<file path="src/rtl/ihex_pkg.sv">
// shared types, constants and helpers for the intel hex record decoder
// no dependencies; imported by ihex_front, ihex_back and the top level
package ihex_pkg;

    // line length, colon and newline included, that gives a line-too-long error
    localparam int MAX_LINE = 256;
    localparam int LINE_W   = $clog2(MAX_LINE + 1);

    localparam logic [7:0] CHAR_COLON   = 8'h3A;
    localparam logic [7:0] CHAR_NEWLINE = 8'h0A;

    // result kinds
    localparam logic [2:0] KIND_WRITE    = 3'd0;
    localparam logic [2:0] KIND_EOF      = 3'd1;
    localparam logic [2:0] KIND_NO_COLON = 3'd2;
    localparam logic [2:0] KIND_BAD_TYPE = 3'd3;
    localparam logic [2:0] KIND_TOO_LONG = 3'd4;
    localparam logic [2:0] KIND_TRUNC    = 3'd5;

    // record types that are accepted
    localparam logic [7:0] REC_DATA = 8'h00;
    localparam logic [7:0] REC_EOF  = 8'h01;

    typedef logic [LINE_W-1:0] line_len_t;

    // one character after classification
    typedef struct packed {
        logic       is_newline;
        logic       is_colon;
        logic [3:0] nibble;
    } ihex_class_t;

    // one result item
    typedef struct packed {
        logic [2:0]  kind;
        logic [15:0] write_address;
        logic [7:0]  write_data;
        logic [16:0] extent;
    } ihex_result_t;

    // hex digit value, anything else counts as zero
    function automatic logic [3:0] digit_value(input logic [7:0] c);
        logic [7:0] d;
        begin
            d = 8'h00;
            if (c >= 8'h30 && c <= 8'h39)
            begin
                d = c - 8'h30;
            end
            else if (c >= 8'h61 && c <= 8'h66)
            begin
                d = c - 8'h57;
            end
            else if (c >= 8'h41 && c <= 8'h46)
            begin
                d = c - 8'h37;
            end
            return d[3:0];
        end
    endfunction

endpackage

</file>
<file path="src/rtl/ihex_front.sv">
// front end: accepts characters, classifies them and queues the classes
// depends on ihex_pkg
module ihex_front
    import ihex_pkg::*;
(
    input  logic        clk,
    input  logic        rst_n,
    input  logic        push,
    input  logic [7:0]  ch,
    output logic        full,
    output logic        cls_valid,
    output ihex_class_t cls,
    input  logic        cls_take
);

    ihex_class_t q_reg [2];
    logic        wr_ptr_reg, wr_ptr_next;
    logic        rd_ptr_reg, rd_ptr_next;
    logic [1:0]  count_reg, count_next;
    ihex_class_t incoming;
    logic        do_push;
    logic        do_pop;

    assign full      = (count_reg == 2'd2);
    assign cls_valid = (count_reg != 2'd0);
    assign cls       = q_reg[rd_ptr_reg];
    assign do_push   = push && !full;
    assign do_pop    = cls_take && cls_valid;

    always_comb
    begin
        incoming.is_newline = (ch == CHAR_NEWLINE);
        incoming.is_colon   = (ch == CHAR_COLON);
        incoming.nibble     = digit_value(ch);
    end

    always_comb
    begin
        wr_ptr_next = do_push ? ~wr_ptr_reg : wr_ptr_reg;
        rd_ptr_next = do_pop ? ~rd_ptr_reg : rd_ptr_reg;
        count_next  = count_reg;
        if (do_push && !do_pop)
        begin
            count_next = count_reg + 2'd1;
        end
        else if (do_pop && !do_push)
        begin
            count_next = count_reg - 2'd1;
        end
    end

    always_ff @(posedge clk or negedge rst_n)
    begin
        if (!rst_n)
        begin
            wr_ptr_reg <= 1'b0;
            rd_ptr_reg <= 1'b0;
            count_reg  <= 2'd0;
        end
        else
        begin
            wr_ptr_reg <= wr_ptr_next;
            rd_ptr_reg <= rd_ptr_next;
            count_reg  <= count_next;
        end
    end

    always_ff @(posedge clk)
    begin
        if (do_push)
        begin
            q_reg[wr_ptr_reg] <= incoming;
        end
    end

endmodule

</file>
<file path="src/rtl/ihex_back.sv">
// back end: record parser state machine and two-entry result queue
// depends on ihex_pkg
module ihex_back
    import ihex_pkg::*;
(
    input  logic         clk,
    input  logic         rst_n,
    input  logic         cls_valid,
    input  ihex_class_t  cls,
    output logic         cls_take,
    input  logic         pop,
    output logic         empty,
    output ihex_result_t res
);

    typedef enum logic [2:0] {
        PH_COLON,
        PH_COUNT,
        PH_ADDR_HI,
        PH_ADDR_LO,
        PH_TYPE,
        PH_DATA,
        PH_CKSUM,
        PH_SKIP
    } phase_t;

    phase_t       phase_reg, phase_next;
    line_len_t    line_len_reg, line_len_next;
    logic [3:0]   high_nib_reg, high_nib_next;
    logic         pending_reg, pending_next;
    logic [7:0]   total_reg, total_next;
    logic [15:0]  rec_addr_reg, rec_addr_next;
    logic         rec_eof_reg, rec_eof_next;
    logic [7:0]   index_reg, index_next;
    logic [16:0]  high_end_reg, high_end_next;
    logic         halted_reg, halted_next;

    ihex_result_t q_reg [2];
    logic         wr_ptr_reg, rd_ptr_reg;
    logic [1:0]   count_reg, count_next;

    ihex_result_t new_res;
    logic         res_push;
    logic         res_full;
    logic         do_pop;
    line_len_t    line_inc;
    logic [7:0]   byte_val;
    logic [7:0]   index_inc;
    logic [16:0]  end_addr;

    assign res_full = (count_reg == 2'd2);
    assign empty    = (count_reg == 2'd0);
    assign res      = q_reg[rd_ptr_reg];
    assign do_pop   = pop && !empty;
    assign cls_take = cls_valid && !res_full;

    assign line_inc  = line_len_reg + line_len_t'(1);
    assign byte_val  = {high_nib_reg, cls.nibble};
    assign index_inc = index_reg + 8'd1;
    assign end_addr  = {1'b0, rec_addr_reg} + {9'd0, total_reg};

    always_comb
    begin
        phase_next    = phase_reg;
        line_len_next = line_len_reg;
        high_nib_next = high_nib_reg;
        pending_next  = pending_reg;
        total_next    = total_reg;
        rec_addr_next = rec_addr_reg;
        rec_eof_next  = rec_eof_reg;
        index_next    = index_reg;
        high_end_next = high_end_reg;
        halted_next   = halted_reg;
        res_push      = 1'b0;
        new_res       = '0;

        if (cls_take && !halted_reg)
        begin
            line_len_next = line_inc;
            if (line_inc >= line_len_t'(MAX_LINE))
            begin
                halted_next  = 1'b1;
                res_push     = 1'b1;
                new_res.kind = KIND_TOO_LONG;
            end
            else if (cls.is_newline)
            begin
                if (phase_reg == PH_COLON)
                begin
                    halted_next  = 1'b1;
                    res_push     = 1'b1;
                    new_res.kind = KIND_NO_COLON;
                end
                else if (phase_reg != PH_SKIP)
                begin
                    halted_next  = 1'b1;
                    res_push     = 1'b1;
                    new_res.kind = KIND_TRUNC;
                end
                else
                begin
                    line_len_next = '0;
                    pending_next  = 1'b0;
                    phase_next    = PH_COLON;
                    if (rec_eof_reg)
                    begin
                        halted_next    = 1'b1;
                        res_push       = 1'b1;
                        new_res.kind   = KIND_EOF;
                        new_res.extent = high_end_reg;
                    end
                end
            end
            else if (phase_reg == PH_COLON)
            begin
                if (!cls.is_colon)
                begin
                    halted_next  = 1'b1;
                    res_push     = 1'b1;
                    new_res.kind = KIND_NO_COLON;
                end
                else
                begin
                    pending_next = 1'b0;
                    phase_next   = PH_COUNT;
                end
            end
            else if (phase_reg == PH_SKIP)
            begin
                // trailing characters up to the newline
            end
            else if (!pending_reg)
            begin
                high_nib_next = cls.nibble;
                pending_next  = 1'b1;
            end
            else
            begin
                pending_next = 1'b0;
                unique case (phase_reg)
                    PH_COUNT:
                    begin
                        total_next = byte_val;
                        phase_next = PH_ADDR_HI;
                    end
                    PH_ADDR_HI:
                    begin
                        rec_addr_next = {byte_val, 8'h00};
                        phase_next    = PH_ADDR_LO;
                    end
                    PH_ADDR_LO:
                    begin
                        rec_addr_next = {rec_addr_reg[15:8], byte_val};
                        phase_next    = PH_TYPE;
                    end
                    PH_TYPE:
                    begin
                        rec_eof_next = (byte_val == REC_EOF);
                        if (byte_val != REC_DATA && byte_val != REC_EOF)
                        begin
                            halted_next  = 1'b1;
                            res_push     = 1'b1;
                            new_res.kind = KIND_BAD_TYPE;
                        end
                        else
                        begin
                            index_next = 8'd0;
                            phase_next = (total_reg != 8'd0) ? PH_DATA : PH_CKSUM;
                        end
                    end
                    PH_DATA:
                    begin
                        index_next = index_inc;
                        if (index_inc >= total_reg)
                        begin
                            phase_next = PH_CKSUM;
                        end
                        if (!rec_eof_reg)
                        begin
                            res_push              = 1'b1;
                            new_res.kind          = KIND_WRITE;
                            new_res.write_address = rec_addr_reg + {8'd0, index_reg};
                            new_res.write_data    = byte_val;
                        end
                    end
                    default:
                    begin
                        // checksum byte, read but not checked
                        if (!rec_eof_reg && end_addr > high_end_reg)
                        begin
                            high_end_next = end_addr;
                        end
                        phase_next = PH_SKIP;
                    end
                endcase
            end
        end
    end

    always_comb
    begin
        count_next = count_reg;
        if (res_push && !do_pop)
        begin
            count_next = count_reg + 2'd1;
        end
        else if (do_pop && !res_push)
        begin
            count_next = count_reg - 2'd1;
        end
    end

    always_ff @(posedge clk or negedge rst_n)
    begin
        if (!rst_n)
        begin
            phase_reg    <= PH_COLON;
            line_len_reg <= '0;
            high_nib_reg <= 4'd0;
            pending_reg  <= 1'b0;
            total_reg    <= 8'd0;
            rec_addr_reg <= 16'd0;
            rec_eof_reg  <= 1'b0;
            index_reg    <= 8'd0;
            high_end_reg <= 17'd0;
            halted_reg   <= 1'b0;
            wr_ptr_reg   <= 1'b0;
            rd_ptr_reg   <= 1'b0;
            count_reg    <= 2'd0;
        end
        else
        begin
            phase_reg    <= phase_next;
            line_len_reg <= line_len_next;
            high_nib_reg <= high_nib_next;
            pending_reg  <= pending_next;
            total_reg    <= total_next;
            rec_addr_reg <= rec_addr_next;
            rec_eof_reg  <= rec_eof_next;
            index_reg    <= index_next;
            high_end_reg <= high_end_next;
            halted_reg   <= halted_next;
            wr_ptr_reg   <= res_push ? ~wr_ptr_reg : wr_ptr_reg;
            rd_ptr_reg   <= do_pop ? ~rd_ptr_reg : rd_ptr_reg;
            count_reg    <= count_next;
        end
    end

    always_ff @(posedge clk)
    begin
        if (res_push)
        begin
            q_reg[wr_ptr_reg] <= new_res;
        end
    end

endmodule

</file>
<file path="src/rtl/intel_hex_record_decoder.sv">
// top level of the intel hex record decoder: front end, back end, port wiring
// depends on ihex_pkg, ihex_front and ihex_back
//
// Streaming Intel HEX decoder, one ASCII character per transfer on the input
// queue (push/full), results on the output queue (empty/pop). It sustains one
// character per clock: the front end classifies each character (newline,
// colon, hex digit value) into a two-entry queue, and the back end parser
// takes one class per clock whenever its two-entry result queue has room;
// each class is registered in the front end queue and each result in the
// result queue before it is on the output ports.
// Each type 0 data byte gives a write result (kind 0) with its address and
// data; the newline of a type 1 record gives end of file (kind 1) with the
// highest end address written. A missing colon, a record type other than 0
// or 1, a line of MAX_LINE characters or more, or a newline before the
// checksum is complete gives a single error result; after an error or end of
// file every character is taken and dropped until reset. The checksum is not
// verified. Fields that do not belong to a result kind read as zero.
module intel_hex_record_decoder
    import ihex_pkg::*;
(
    input  logic        clk,
    input  logic        rst_n,
    // character input queue
    input  logic        push,
    input  logic [7:0]  ch,
    output logic        full,
    // result output queue
    output logic        empty,
    input  logic        pop,
    output logic [2:0]  kind,
    output logic [15:0] write_address,
    output logic [7:0]  write_data,
    output logic [16:0] extent
);

    ihex_class_t  cls;
    logic         cls_valid;
    logic         cls_take;
    ihex_result_t res;

    // classification and input queue
    ihex_front u_front (
        .clk       (clk),
        .rst_n     (rst_n),
        .push      (push),
        .ch        (ch),
        .full      (full),
        .cls_valid (cls_valid),
        .cls       (cls),
        .cls_take  (cls_take)
    );

    // record parser and result queue
    ihex_back u_back (
        .clk       (clk),
        .rst_n     (rst_n),
        .cls_valid (cls_valid),
        .cls       (cls),
        .cls_take  (cls_take),
        .pop       (pop),
        .empty     (empty),
        .res       (res)
    );

    assign kind          = res.kind;
    assign write_address = res.write_address;
    assign write_data    = res.write_data;
    assign extent        = res.extent;

    // only defined kinds leave the block
    a_kind_range: assert property (@(posedge clk) disable iff (!rst_n)
        !empty |-> kind <= KIND_TRUNC)
        else $error("undefined result kind");

    // address and data are zero outside write results
    a_write_fields: assert property (@(posedge clk) disable iff (!rst_n)
        (!empty && kind != KIND_WRITE) |-> (write_address == 16'd0 && write_data == 8'd0))
        else $error("write fields set on a non-write result");

    // extent is zero outside end of file results
    a_extent_field: assert property (@(posedge clk) disable iff (!rst_n)
        (!empty && kind != KIND_EOF) |-> extent == 17'd0)
        else $error("extent set on a non-eof result");

endmodule
</file>
<file path="config.mk">
export PLATFORM = sky130hd
export DESIGN_NAME = intel_hex_record_decoder
export DESIGN_NICKNAME = d
export VERILOG_FILES = /design/src/rtl/ihex_pkg.sv /design/src/rtl/ihex_front.sv /design/src/rtl/ihex_back.sv /design/src/rtl/intel_hex_record_decoder.sv
export SDC_FILE = /design/constraint.sdc
export NUM_CORES = 1
export LEC_CHECK = 0
export BUFFER_PORTS_ARGS = -buffer_cell sky130_fd_sc_hd__buf_2
export CAP_MARGIN = 20
export CORE_MARGIN = 2
export CORE_UTILIZATION = 52
export CTS_BUF_LIST = sky130_fd_sc_hd__clkbuf_8
export CTS_CLUSTER_SIZE = 24
export DETAILED_ROUTE_END_ITERATION = 16
export GPL_TIMING_DRIVEN = 0
export PLACE_DENSITY = 0.75
export SYNTH_ARGS = -nofsm -noshare
export SYNTH_HDL_FRONTEND = slang
export SYNTH_SLANG_ARGS = --single-unit
</file>
<file path="constraint.sdc">
create_clock -name clk -period 6.2 [get_ports clk]
set_clock_uncertainty 0.05 [all_clocks]
set_input_delay 0.31 -clock clk [delete_from_list [all_inputs] [get_ports clk]]
set_output_delay 0.31 -clock clk [all_outputs]
set_load 0.03 [all_outputs]
</file>
==> reports/results.txt, run 1 <==
Syn Inst Count - 768
Synth cell types - 61
Worst-path fanout max - 10
1st-iter DRT viols - 353
Clock power frac - 25.2%
Post-CTS Resized - 0
Tmin final - 4.18 ns
Yosys top cell by area - edfxtp_1
Count leader, synth - edfxtp_1
Bufs and invs on worst path - 1
Grt met2 use - 36.8%
Layout cell share with drive strength beyond 1 - 20.1%
R2R depth - 14
Worst Tran Pin Value - 0.972 ns
Clock Tree Buf Depth - 2
Logic pwr share - 30.4%
DRT Pass-1 Iters - 5
First-pass GRT wire length - 30.6 mm
Net Sw Frac - 34.5%
Synth top cells by count - edfxtp_1, dfrtp_1, nand2_1
Worst Hold Class - input pin to flip-flop
Syn avg cell area - 11.7 um2
Die width - 136 um
Clock transition at path regs - 0.10 ns
Die ar. - 18,400 um2
Prevailing post-synth register cell - edfxtp_1
Congestion Overflow GR - 0
Most frequent CP cell - a21oi_1
FF+latch count, synth - 176
Number of diodes - 0
Power Total - 0.00300 W
Worst-path cell chain - ha_1 -> fa_1 -> a21oi_1 -> o22ai_1 -> o21a_1 -> a21oi_1 -> a21oi_1 -> ha_1 -> nand4_1 -> nor3_1 -> o221ai_1 -> a31oi_4 -> buf_12 -> mux2_4
RSZ-0062 raised after global routing - no
H-tree Lvls - 4
Worst R2R Setup Slack - 2.02 ns
Hold Violations, Final - 0
CTS tree - built
CTS buffer count - 17
Gpl congestion - 0.901
M1 GR Usage - 27.6%
Core Box Area - 17,100 um2
Setup Viol. Count Final - 0
DP HPWL - 13.4 mm
Vias in the first global route - 6,047
Die height - 136 um
Initial antenna violation count - 0
YS warnings - 0
Clock Latency Late Sink - 0.48 ns
Worst path depth - 14
Vias - 6,048
Final Max Tran Viols - 0
Share of flip-flops with an asynchronous set or reset - 43.2%
Hold path cells - 3
Worst setup SP type - flip-flop
Root buf cell - clkbuf_8
Leakage power - 4.13 nW
Net Sw Power - 0.00103 W
I/O Pins - 58
Total track usage - 21.7%
Fin Setup TNS - 0 ns
Crit path max-delay family - compound AO/OA/AOI/OAI gates
Final ANT Viol Nets - 0
Routed WL per cell - 16.8 um
Kind of critical path - flip-flop to flip-flop
# port buffers - 57
Post-synth EDFFs - 100
CP Data Arrival Time - 4.49 ns
Setup bufs post-CTS - 0
Vias per inst - 5.57
Max-Cap Viols - 0
GRT busiest layer - met2
Clk sinks - 176
Post-Syn Area - 9010 um2
M3 GR Usage - 4.08%
Synth area leaders - edfxtp_1, dfrtp_1, ha_1, mux2_2, nand2_1
Critical Path RT - 6.51 ns
Pint - 0.00197 W
Largest register FFs - 88
Std-Cell Rows - 48
P&R area growth vs syn - 11.4%
Seq/Total Area, Yosys - 54.4%
Pwr per Cell Area - 299 nW/um2
Detailed Route WL - 18.3 mm
Initial Util - 52.7%
Reg power frac - 44.4%
Worst Setup End Kind - flip-flop
VDD IR-drop max - 0.000210 V
Layout Nets - 911
DRC viols - 0
Synth top area share - 33.3%
Pin count of the biggest net entering global routing - 66
Fin util - 58.7%
Relative slew slack - 34.7%
Final period util - 67.5%
Critical path's slowest cell - dfrtp_1
Post-CTS Hold Buffers - 1
Outcome - completed
Syn nets - 831
Max Freq - 239 MHz
Max incr delay on CP - 0.45 ns
## final timing paths
check,start,end
worst max-delay path,u_back.total_reg[0],u_back.high_end_reg[4]
worst min-delay path,push,u_front.wr_ptr_reg
worst max register to register,u_back.total_reg[0],u_back.high_end_reg[4]
worst min register to register,u_back.halted_reg,u_back.halted_reg
max in group asynchronous,rst_n,u_back.index_reg[0]
min in group asynchronous,rst_n,u_back.count_reg[1]
## cell usage in the layout (no fill, tap or decap), drive strengths merged, types with 6 or more instances in the layout
cell      n
nor2     58
o21ai    47
inv      47
ha       49
or3       6
clkinv    7
nand4     9
a31oi     8
mux2     63
edfxtp  100
xor2     20
nor3     28
clkbuf   34
nand2    62
nand3    20
dfrtp    76
a21oi    31
and3     10
nand2b    9
xnor2    25
buf      68
mux2i    11
a22o      6
## worst register-to-register path: cells and delay by family (launching register included)
family	cells	cell delay [ns]
muxes	1	0.30
buffers and inverters	1	0.21
adders and majority gates	3	1.00
DFF	1	0.45
AOI/OAI and AO/OA	7	1.58
and+or+nand+nor	2	0.49
## routing by layer
layer	share of wire, %	vias up
li1	-	2938
met1	45	2941
met2	49	130
met3	3.4	39
met4	2.7	0
met5	0	-
## cell type report
type / instances / area [um2]
Multi-Input combinational cell: 524 / 3830
Inverter: 45 / 169
Fill cell: 1400 / 7070
Buffer: 23 / 120
Timing Repair Buffer: 61 / 365
Tap cell: 225 / 282
Sequential cell: 176 / 4900
Clock inverter: 13 / 113
Clock buffer: 19 / 262
## power by group through the flow
stage               combinational [W]  sequential (W)  clock (W)
CTS                          0.000924         0.00133   0.000774
global placement             0.000911         0.00135          0
detailed placement           0.000920         0.00136          0
global route                 0.000981         0.00134   0.000819
finish                       0.000913         0.00133   0.000756
floorplan                    0.000693         0.00134          0
## logic make-up (layout without fill, tap and decap cells)
kind of cell | after synthesis | count (layout) | synth area share, %
AND/OR/NAND/NOR | 231 | 231 | 12.6
multiplexers | 74 | 74 | 9.65
flip-flops | 176 | 176 | 54.4
XOR/XNOR | 45 | 45 | 4.37
AO/OA/AOI/OAI | 123 | 123 | 8.45
adder cells (fa/ha/maj) | 51 | 51 | 7.25
buffers and inverters | 68 | 161 | 3.21
## stage by stage
step	area, um2	setup WS, ns	instances	hold WS (ns)
floorplan	9010	2.09	768	-0.0356
global placement	9580	0.515	1050	0.405
detailed placement	9660	2.08	1053	0.122
CTS	10000	2.08	1086	0.0536
global route	10000	1.73	1086	0.0875
finish	10000	2.02	1086	0.0842
(Power assumes the default switching activity.)
==> run 2: changes to the inputs <==
--- a/config.mk
+++ b/config.mk
@@ -5,6 +5,7 @@
 export SDC_FILE = /design/constraint.sdc
 export NUM_CORES = 1
 export LEC_CHECK = 0
+export ABC_AREA = 1
 export BUFFER_PORTS_ARGS = -buffer_cell sky130_fd_sc_hd__buf_2
 export CAP_MARGIN = 20
 export CORE_MARGIN = 2
==> constraint.sdc (replaced) <==
create_clock -name clk -period 4.1 [get_ports clk]
set_clock_uncertainty 0.05 [all_clocks]
set_input_delay 0.205 -clock clk [delete_from_list [all_inputs] [get_ports clk]]
set_output_delay 0.205 -clock clk [all_outputs]
set_load 0.03 [all_outputs]
==> run 2 against run 1 <==
Against the previous run:
- routed wire length grew 12%
- count of clock-buffer cells in the layout rose by 1
- non-clock buffer count down 1
- cell area up 4.0%
- critical endpoint is now u_back.high_end_reg[7]
- first-iteration DRC count grew 34%
- area after synthesis grew 4.1%
- die area increased by 4.0%
- fmax increased by 13%
- sequential power up 50%
- hold slack worse by 0.064 ns
- setup slack worse by 1.6 ns
- cell count up 27%
==> reports/results.txt, run 2 <==
Outcome - completed (unchanged)
Initial Util - 52.6% (was 52.7%)
Placed Area - 10,000 um2 (was 9660 um2)
Most frequent cells in the layout - nand2_1, inv_1, edfxtp_1, nor2_1, dfrtp_1 (was edfxtp_1, dfrtp_1, buf_2, nand2_1, nor2_1)
Congestion Overflow GR - 0 (unchanged)
Worst Setup End Kind - flip-flop (unchanged)
Syn Inst Count - 1,051 (was 768)
Layout cell share with drive strength beyond 1 - 13.5% (was 20.1%)
FF+latch count, synth - 176 (unchanged)
Routed WL per cell - 14.9 um (was 16.8 um)
DRC viols - 0 (unchanged)
Tmin final - 3.72 ns (was 4.18 ns)
Vias per inst - 5.19 (was 5.57)
Post-synth EDFFs - 100 (unchanged)
Relative slew slack - 41.8% (was 34.7%)
RSZ-0062 raised after global routing - no (unchanged)
Critical Path RT - 4.42 ns (was 6.51 ns)
# port buffers - 57 (unchanged)
Detailed Route WL - 20.5 mm (was 18.3 mm)
Count leader, synth - nand2_1 (was edfxtp_1)
Syn nets - 1,114 (was 831)
VDD IR-drop max - 0.000402 V (was 0.000210 V)
H-tree Lvls - 4 (unchanged)
Final Max Tran Viols - 0 (unchanged)
Syn avg cell area - 8.93 um2 (was 11.7 um2)
Total track usage - 22.2% (was 21.7%)
YS warnings - 0 (unchanged)
I/O Pins - 58 (unchanged)
Share of flip-flops with an asynchronous set or reset - 43.2% (unchanged)
Post-Syn Area - 9380 um2 (was 9010 um2)
R2R depth - 18 (was 14)
CTS buffer count - 17 (unchanged)
Largest register FFs - 88 (unchanged)
Worst Tran Pin Value - 0.873 ns (was 0.972 ns)
Die width - 138 um (was 136 um)
Most common cell after layout, fill and taps aside - nand2_1 (was edfxtp_1)
Leakage power - 4.88 nW (was 4.13 nW)
Die height - 138 um (was 136 um)
Prevailing post-synth register cell - edfxtp_1 (unchanged)
CP Data Arrival Time - 4.04 ns (was 4.49 ns)
Fin Setup TNS - 0 ns (unchanged)
Hold path cells - 2 (was 3)
Critical path's slowest cell - dfrtp_1 (unchanged)
Clk sinks - 176 (unchanged)
Clock Tree Buf Depth - 2 (unchanged)
Vias - 7,132 (was 6,048)
Pwr per Cell Area - 456 nW/um2 (was 299 nW/um2)
Setup Viol. Count Final - 0 (unchanged)
Root buf cell - clkbuf_8 (unchanged)
Final ANT Viol Nets - 0 (unchanged)
Std-Cell Rows - 49 (was 48)
Clock Latency Late Sink - 0.48 ns (about the same)
P&R area growth vs syn - 11.3% (was 11.4%)
Most frequent CP cell - nand2_1 (was a21oi_1)
Origin of the critical flop-to-flop path - u_back.total_reg[0] (unchanged)
Worst Hold Class - input pin to flip-flop (unchanged)
Post-route cell area - 10,400 um2 (was 10,000 um2)
Max-Cap Viols - 0 (unchanged)
Die ar. - 19,100 um2 (was 18,400 um2)
First-pass GRT wire length - 33.8 mm (was 30.6 mm)
Yosys top cell by area - edfxtp_1 (unchanged)
Clock transition at path regs - 0.08 ns (was 0.10 ns)
Synth area leaders - edfxtp_1, dfrtp_1, nand2_1, ha_1, inv_1 (was edfxtp_1, dfrtp_1, ha_1, mux2_2, nand2_1)
Synth top area share - 32.0% (was 33.3%)
Number of diodes - 0 (unchanged)
DP HPWL - 15.5 mm (was 13.4 mm)
DRT Pass-1 Iters - 5 (unchanged)
Kind of critical path - flip-flop to flip-flop (unchanged)
Gpl congestion - 0.924 (was 0.901)
Worst R2R Setup Slack - 0.38 ns (was 2.02 ns)
Setup bufs post-CTS - 0 (unchanged)
Initial antenna violation count - 0 (unchanged)
Synth top cells by count - nand2_1, inv_1, edfxtp_1 (was edfxtp_1, dfrtp_1, nand2_1)
Seq/Total Area, Yosys - 52.3% (was 54.4%)
Worst Hold End - u_front.q_reg[1][5] (was u_front.wr_ptr_reg)
Worst-path fanout max - 10 (unchanged)
Final period util - 90.7% (was 67.5%)
CTS tree - built (unchanged)
Hold Violations, Final - 0 (unchanged)
Synth cell types - 44 (was 61)
Max incr delay on CP - 0.46 ns (was 0.45 ns)
1st-iter DRT viols - 474 (was 353)
Filler cells - 1,523 (was 1,400)
Vias in the first global route - 7,001 (was 6,047)
Max Freq - 269 MHz (was 239 MHz)
Core Box Area - 17,800 um2 (was 17,100 um2)
R2R Path End - u_back.high_end_reg[7] (was u_back.high_end_reg[4])
Hold Crit Start - ch[4] (was push)
Pin count of the biggest net entering global routing - 48 (was 66)
Worst-path cell chain - ha_1 -> fa_1 -> nand3_1 -> nand2_1 -> nand2_1 -> nand2_1 -> nand2_1 -> xor2_1 -> inv_1 -> ha_1 -> nand3_1 -> nor3_1 -> nand4_1 -> nand3_1 -> nand2_2 -> buf_6 -> nand2_1 -> o21ai_2 (was ha_1 -> fa_1 -> a21oi_1 -> o22ai_1 -> o21a_1 -> a21oi_1 -> a21oi_1 -> ha_1 -> nand4_1 -> nor3_1 -> o221ai_1 -> a31oi_4 -> buf_12 -> mux2_4)
Layout Nets - 1,195 (was 911)
Worst setup SP type - flip-flop (unchanged)
-- run 2: changes by cell type in the layout (fill, tap and decap cells not counted), sizes merged, moves of 12 or more --
cell   delta
a21oi    +12
inv      +67
mux2     -63
nand2   +295
nand3    +18
nor2     +31
o21ai    +23
xnor2    -21
-- run 2: how the worst max path moves through the flow --
| stage | from | endpoint | cells after the start |
|---|---|---|---|
| detailed placement | u_back.total_reg[0] | u_back.high_end_reg[7] | 18 |
| finish | u_back.total_reg[0] | u_back.high_end_reg[7] | 18 |
| global route | u_back.total_reg[0] | u_back.high_end_reg[16] | 18 |
| CTS | u_back.total_reg[0] | u_back.high_end_reg[10] | 18 |
| floorplan | u_back.line_len_reg[0] | u_back.q_reg[1][0] | 9 |
| global placement | u_back.phase_reg[2] | u_back.q_reg[1][24] | 9 |
-- run 2: cells by family after synthesis --
family | Yosys count | share of synthesized area (%)
DFF | 176 | 52.3
muxes | 1 | 0.107
xor gates and xnor gates | 25 | 2.33
AOI/OAI and AO/OA | 128 | 8.24
buffers and inverters | 131 | 5.62
and+or+nand+nor | 539 | 24.4
adders and majority gates | 51 | 6.96
-- run 2: report_power, final --
part	switching [W]	internal, W
Clock	0.000617	0.000584
Sequential	0.0000540	0.00195
Combinational	0.00116	0.000395
-- run 2: cell type report --
class,count,area [um2],share of cell area [%]
buffer,21,114,1.09
clock buffer,20,275,2.64
clock inverter,12,119,1.14
inverter,110,413,3.95
multi-input combinational,744,3960,37.9
sequential,176,4900,47.0
tap,229,287,2.74
timing repair buffer,62,373,3.57
-- run 2: critical path, delay by kind of cell, from the launching register on --
kind            cells  cell delay [ns]
simple gates       11             1.43
buf+inv             2             0.30
fa+ha+maj           3             0.95
flops               1             0.46
xor+xnor            1             0.38
compound gates      1             0.05
-- run 2: timing repair --
action | 4_1_cts | 5_1_grt
hold buffers | 1 | 0
endpoints found under the hold margin | 42 | 0
gates resized for setup | 0 | 0
-- run 2: stage by stage --
step	setup WS, ns	util (%)	instances	power (W)	hold WS [ns]
4_1_cts	0.432	58.5	1374	0.00478	0.00211
3_3_place_gp	-1.04	55.8	1337	0.00357	0.407
3_5_place_dp	0.449	56.3	1341	0.00361	0.125
2_1_floorplan	0.505	-	1051	0.00312	-0.141
5_1_grt	0.116	58.5	1374	0.00499	0.0153
6_report	0.383	58.5	1374	0.00476	0.0205
-- run 2: per-layer routing --
layer	routed length, um	global-route usage, %
met1	9130	28.4
met2	9820	37.3
met3	845	4.05
met4	672	9.34
met5	0	0
==> run 3: changes to the inputs <==
--- a/config.mk
+++ b/config.mk
@@ -9,12 +9,13 @@
 export BUFFER_PORTS_ARGS = -buffer_cell sky130_fd_sc_hd__buf_2
 export CAP_MARGIN = 20
 export CORE_MARGIN = 2
-export CORE_UTILIZATION = 52
+export CORE_UTILIZATION = 50
 export CTS_BUF_LIST = sky130_fd_sc_hd__clkbuf_8
 export CTS_CLUSTER_SIZE = 24
 export DETAILED_ROUTE_END_ITERATION = 16
 export GPL_TIMING_DRIVEN = 0
-export PLACE_DENSITY = 0.75
+export PLACE_DENSITY = 0.73
+export REMOVE_ABC_BUFFERS = 1
 export SYNTH_ARGS = -nofsm -noshare
 export SYNTH_HDL_FRONTEND = slang
 export SYNTH_SLANG_ARGS = --single-unit
==> run 3 against run 2 <==
Against the previous run:
- critical path depth is 3 higher
- power is 3.2% lower
- critical path type unchanged
- via count is 1.4% lower
- combinational power is 10% lower
- core utilization is 2.9 points lower
==> reports/results.txt, run 3 (synthesized netlist as in run 2, its figures left out) <==
Outcome - completed (unchanged)
Worst Setup End Kind - flip-flop (unchanged)
Final Max Tran Viols - 0 (unchanged)
Worst-path fanout max - 14 (was 10)
Final ANT Viol Nets - 0 (unchanged)
Pwr per Cell Area - 446 nW/um2 (was 456 nW/um2)
Worst setup SP type - flip-flop (unchanged)
Filler cells - 1,586 (was 1,523)
Total track usage - 20.1% (was 22.2%)
CP Data Arrival Time - 4.05 ns (was 4.04 ns)
DRT Pass-1 Iters - 6 (was 5)
Die ar. - 19,900 um2 (was 19,100 um2)
Logic pwr share - 30.4% (was 32.7%)
Setup WS pre-CTS - 0.149 ns (was 0.449 ns)
Kind of critical path - flip-flop to flip-flop (unchanged)
1st-iter DRT viols - 634 (was 474)
Initial antenna violation count - 0 (unchanged)
Power Total - 0.00461 W (was 0.00476 W)
Most frequent cells in the layout - nand2_1, inv_1, edfxtp_1, nor2_1, dfrtp_1 (unchanged)
Number of diodes - 0 (unchanged)
Std-Cell Rows - 50 (was 49)
Largest register FFs - 88 (unchanged)
Critical Path RT - 4.45 ns (was 4.42 ns)
Die height - 141 um (was 138 um)
Layout Nets - 1,176 (was 1,195)
Root buf cell - clkbuf_8 (unchanged)
Worst R2R Setup Slack - 0.41 ns (was 0.38 ns)
Gpl congestion - 0.914 (was 0.924)
Net Sw Frac - 38.9% (was 38.5%)
First-pass GRT wire length - 31.6 mm (was 33.8 mm)
Worst Hold Class - input pin to flip-flop (unchanged)
Vias - 7,035 (was 7,132)
Worst setup endpoint - u_back.high_end_reg[8] (was u_back.high_end_reg[7])
Fin cells - 1,360 (was 1,374)
Detailed Route WL - 19.4 mm (was 20.5 mm)
Hold Violations, Final - 0 (unchanged)
Setup bufs post-CTS - 0 (unchanged)
Clock transition at path regs - 0.09 ns (was 0.08 ns)
Congestion Overflow GR - 0 (unchanged)
Clock Tree Buf Depth - 2 (unchanged)
Clock Latency Late Sink - 0.46 ns (was 0.48 ns)
Die width - 141 um (was 138 um)
Max Freq - 271 MHz (was 269 MHz)
Final period util - 90.1% (was 90.7%)
Fin util - 55.6% (was 58.5%)
Pin count of the biggest net entering global routing - 46 (was 48)
Leakage power - 4.80 nW (was 4.88 nW)
I/O Pins - 58 (unchanged)
Tmin final - 3.69 ns (was 3.72 ns)
Net Sw Power - 0.00179 W (was 0.00183 W)
Initial Util - 50.5% (was 52.6%)
Crit path launch - u_back.total_reg[0] (unchanged)
Multi-input logic area - 3980 um2 (was 3960 um2)
CTS buffer count - 17 (unchanged)
Max-Cap Viols - 0 (unchanged)
Relative slew slack - 35.4% (was 41.8%)
Inst Count DP - 1,324 (was 1,341)
P&R area growth vs syn - 10.2% (was 11.3%)
Vias per inst - 5.17 (was 5.19)
Origin of the critical flop-to-flop path - u_back.total_reg[0] (unchanged)
Layout cell share with drive strength beyond 1 - 13.3% (was 13.5%)
DP HPWL - 13.9 mm (was 15.5 mm)
Clock power frac - 24.3% (was 25.2%)
Setup Viol. Count Final - 0 (unchanged)
Routed WL per cell - 14.3 um (was 14.9 um)
# port buffers - 57 (unchanged)
H-tree Lvls - 4 (unchanged)
Clk sinks - 176 (unchanged)
FF/Latch Area - 4910 um2 (was 4900 um2)
RSZ-0062 raised after global routing - no (unchanged)
Reg power frac - 45.2% (was 42.1%)
PnR worst setup slack - 0.407 ns (was 0.383 ns)
Most common cell after layout, fill and taps aside - nand2_1 (unchanged)
DRC viols - 0 (unchanged)
R2R depth - 21 (was 18)
R2R Path End - u_back.high_end_reg[8] (was u_back.high_end_reg[7])
CTS tree - built (unchanged)
Vias in the first global route - 6,752 (was 7,001)
Core Box Area - 18,600 um2 (was 17,800 um2)
VDD IR-drop max - 0.000311 V (was 0.000402 V)
Pint - 0.00282 W (was 0.00293 W)
Worst Tran Pin Value - 0.959 ns (was 0.873 ns)
[run 3: changes by cell type in the layout (fill, tap and decap cells not counted), sizes merged]
cell	change
buf	-12
bufinv	-1
clkbuf	-12
clkinv	-2
clkinvlp	+4
dlygate4sd3	+2
inv	+1
nand2	+1
[run 3: worst min path at each step]
stage,depth (start not counted),end,slack (ns),startpoint
3_3_place_gp,2,u_back.wr_ptr_reg,0.41,u_back.wr_ptr_reg
5_1_grt,3,u_back.rd_ptr_reg,0.07,pop
6_report,3,u_back.rd_ptr_reg,0.05,pop
2_1_floorplan,0,u_back.count_reg[0],-0.14,rst_n
4_1_cts,3,u_back.rd_ptr_reg,0.03,pop
3_5_place_dp,1,u_back.high_end_reg[14],0.16,rst_n
[run 3: area by class of cell]
type,instances,share of cell area [%]
Tap cell,234,2.83
Clock buffer,18,2.40
Sequential cell,176,47.5
Inverter,110,3.99
Clock inverter,14,1.15
Timing Repair Buffer,63,3.73
Multi-Input combinational cell,745,38.4
[run 3: metrics by stage]
step | hold WS (ns) | TNS [ns] | instance area [um2]
after floorplan | -0.141 | 0 | 9270
after global placement | 0.406 | -32.11 | 9840
after detailed placement | 0.156 | 0 | 9920
after CTS | 0.0273 | 0 | 10300
after global routing | 0.0694 | 0 | 10300
final | 0.0543 | 0 | 10300
[run 3: per-layer routing]
| layer | global-route usage (%) | routed length [um] | vias to the layer above |
|---|---|---|---|
| met2 | 35.1 | 9620 | 155 |
| met1 | 24.6 | 8520 | 3256 |
| met5 | 0 | 0 | - |
| met4 | 7.74 | 511 | 0 |
| li1 | - | - | 3585 |
| met3 | 4.01 | 771 | 39 |
[run 3: worst max-delay path, cell delays in order (launching register included)]
cell     delay [ns]
dfrtp_1        0.44
ha_1           0.25
fa_1           0.41
nand3_1        0.12
nand2_1        0.07
nand2_1        0.07
nand2_1        0.12
nand2_1        0.12
nor2_1         0.07
xor2_1         0.27
ha_1           0.31
nand2_1        0.07
inv_1          0.04
nand3_1        0.09
nor2_1         0.05
nand4_1        0.14
nand3_1        0.11
nor2_2         0.29
nand2_4        0.20
inv_2          0.18
nand2_1        0.07
nand2_1        0.06
[run 3: timing repair]
item                                    CTS  global route
hold buffers                              3             0
endpoints found under the hold margin    35             0
resized for setup                         0             3
endpoints found under the setup margin    0            17
[run 3: power groups by stage]
stage / Combinational, W / Clock [W] / Sequential (W)
after detailed placement: 0.00141 / 0 / 0.00212
after global placement: 0.00139 / 0 / 0.00212
after floorplan: 0.00102 / 0 / 0.00208
after global routing: 0.00154 / 0.00122 / 0.00210
final: 0.00140 / 0.00112 / 0.00208
after CTS: 0.00142 / 0.00115 / 0.00209
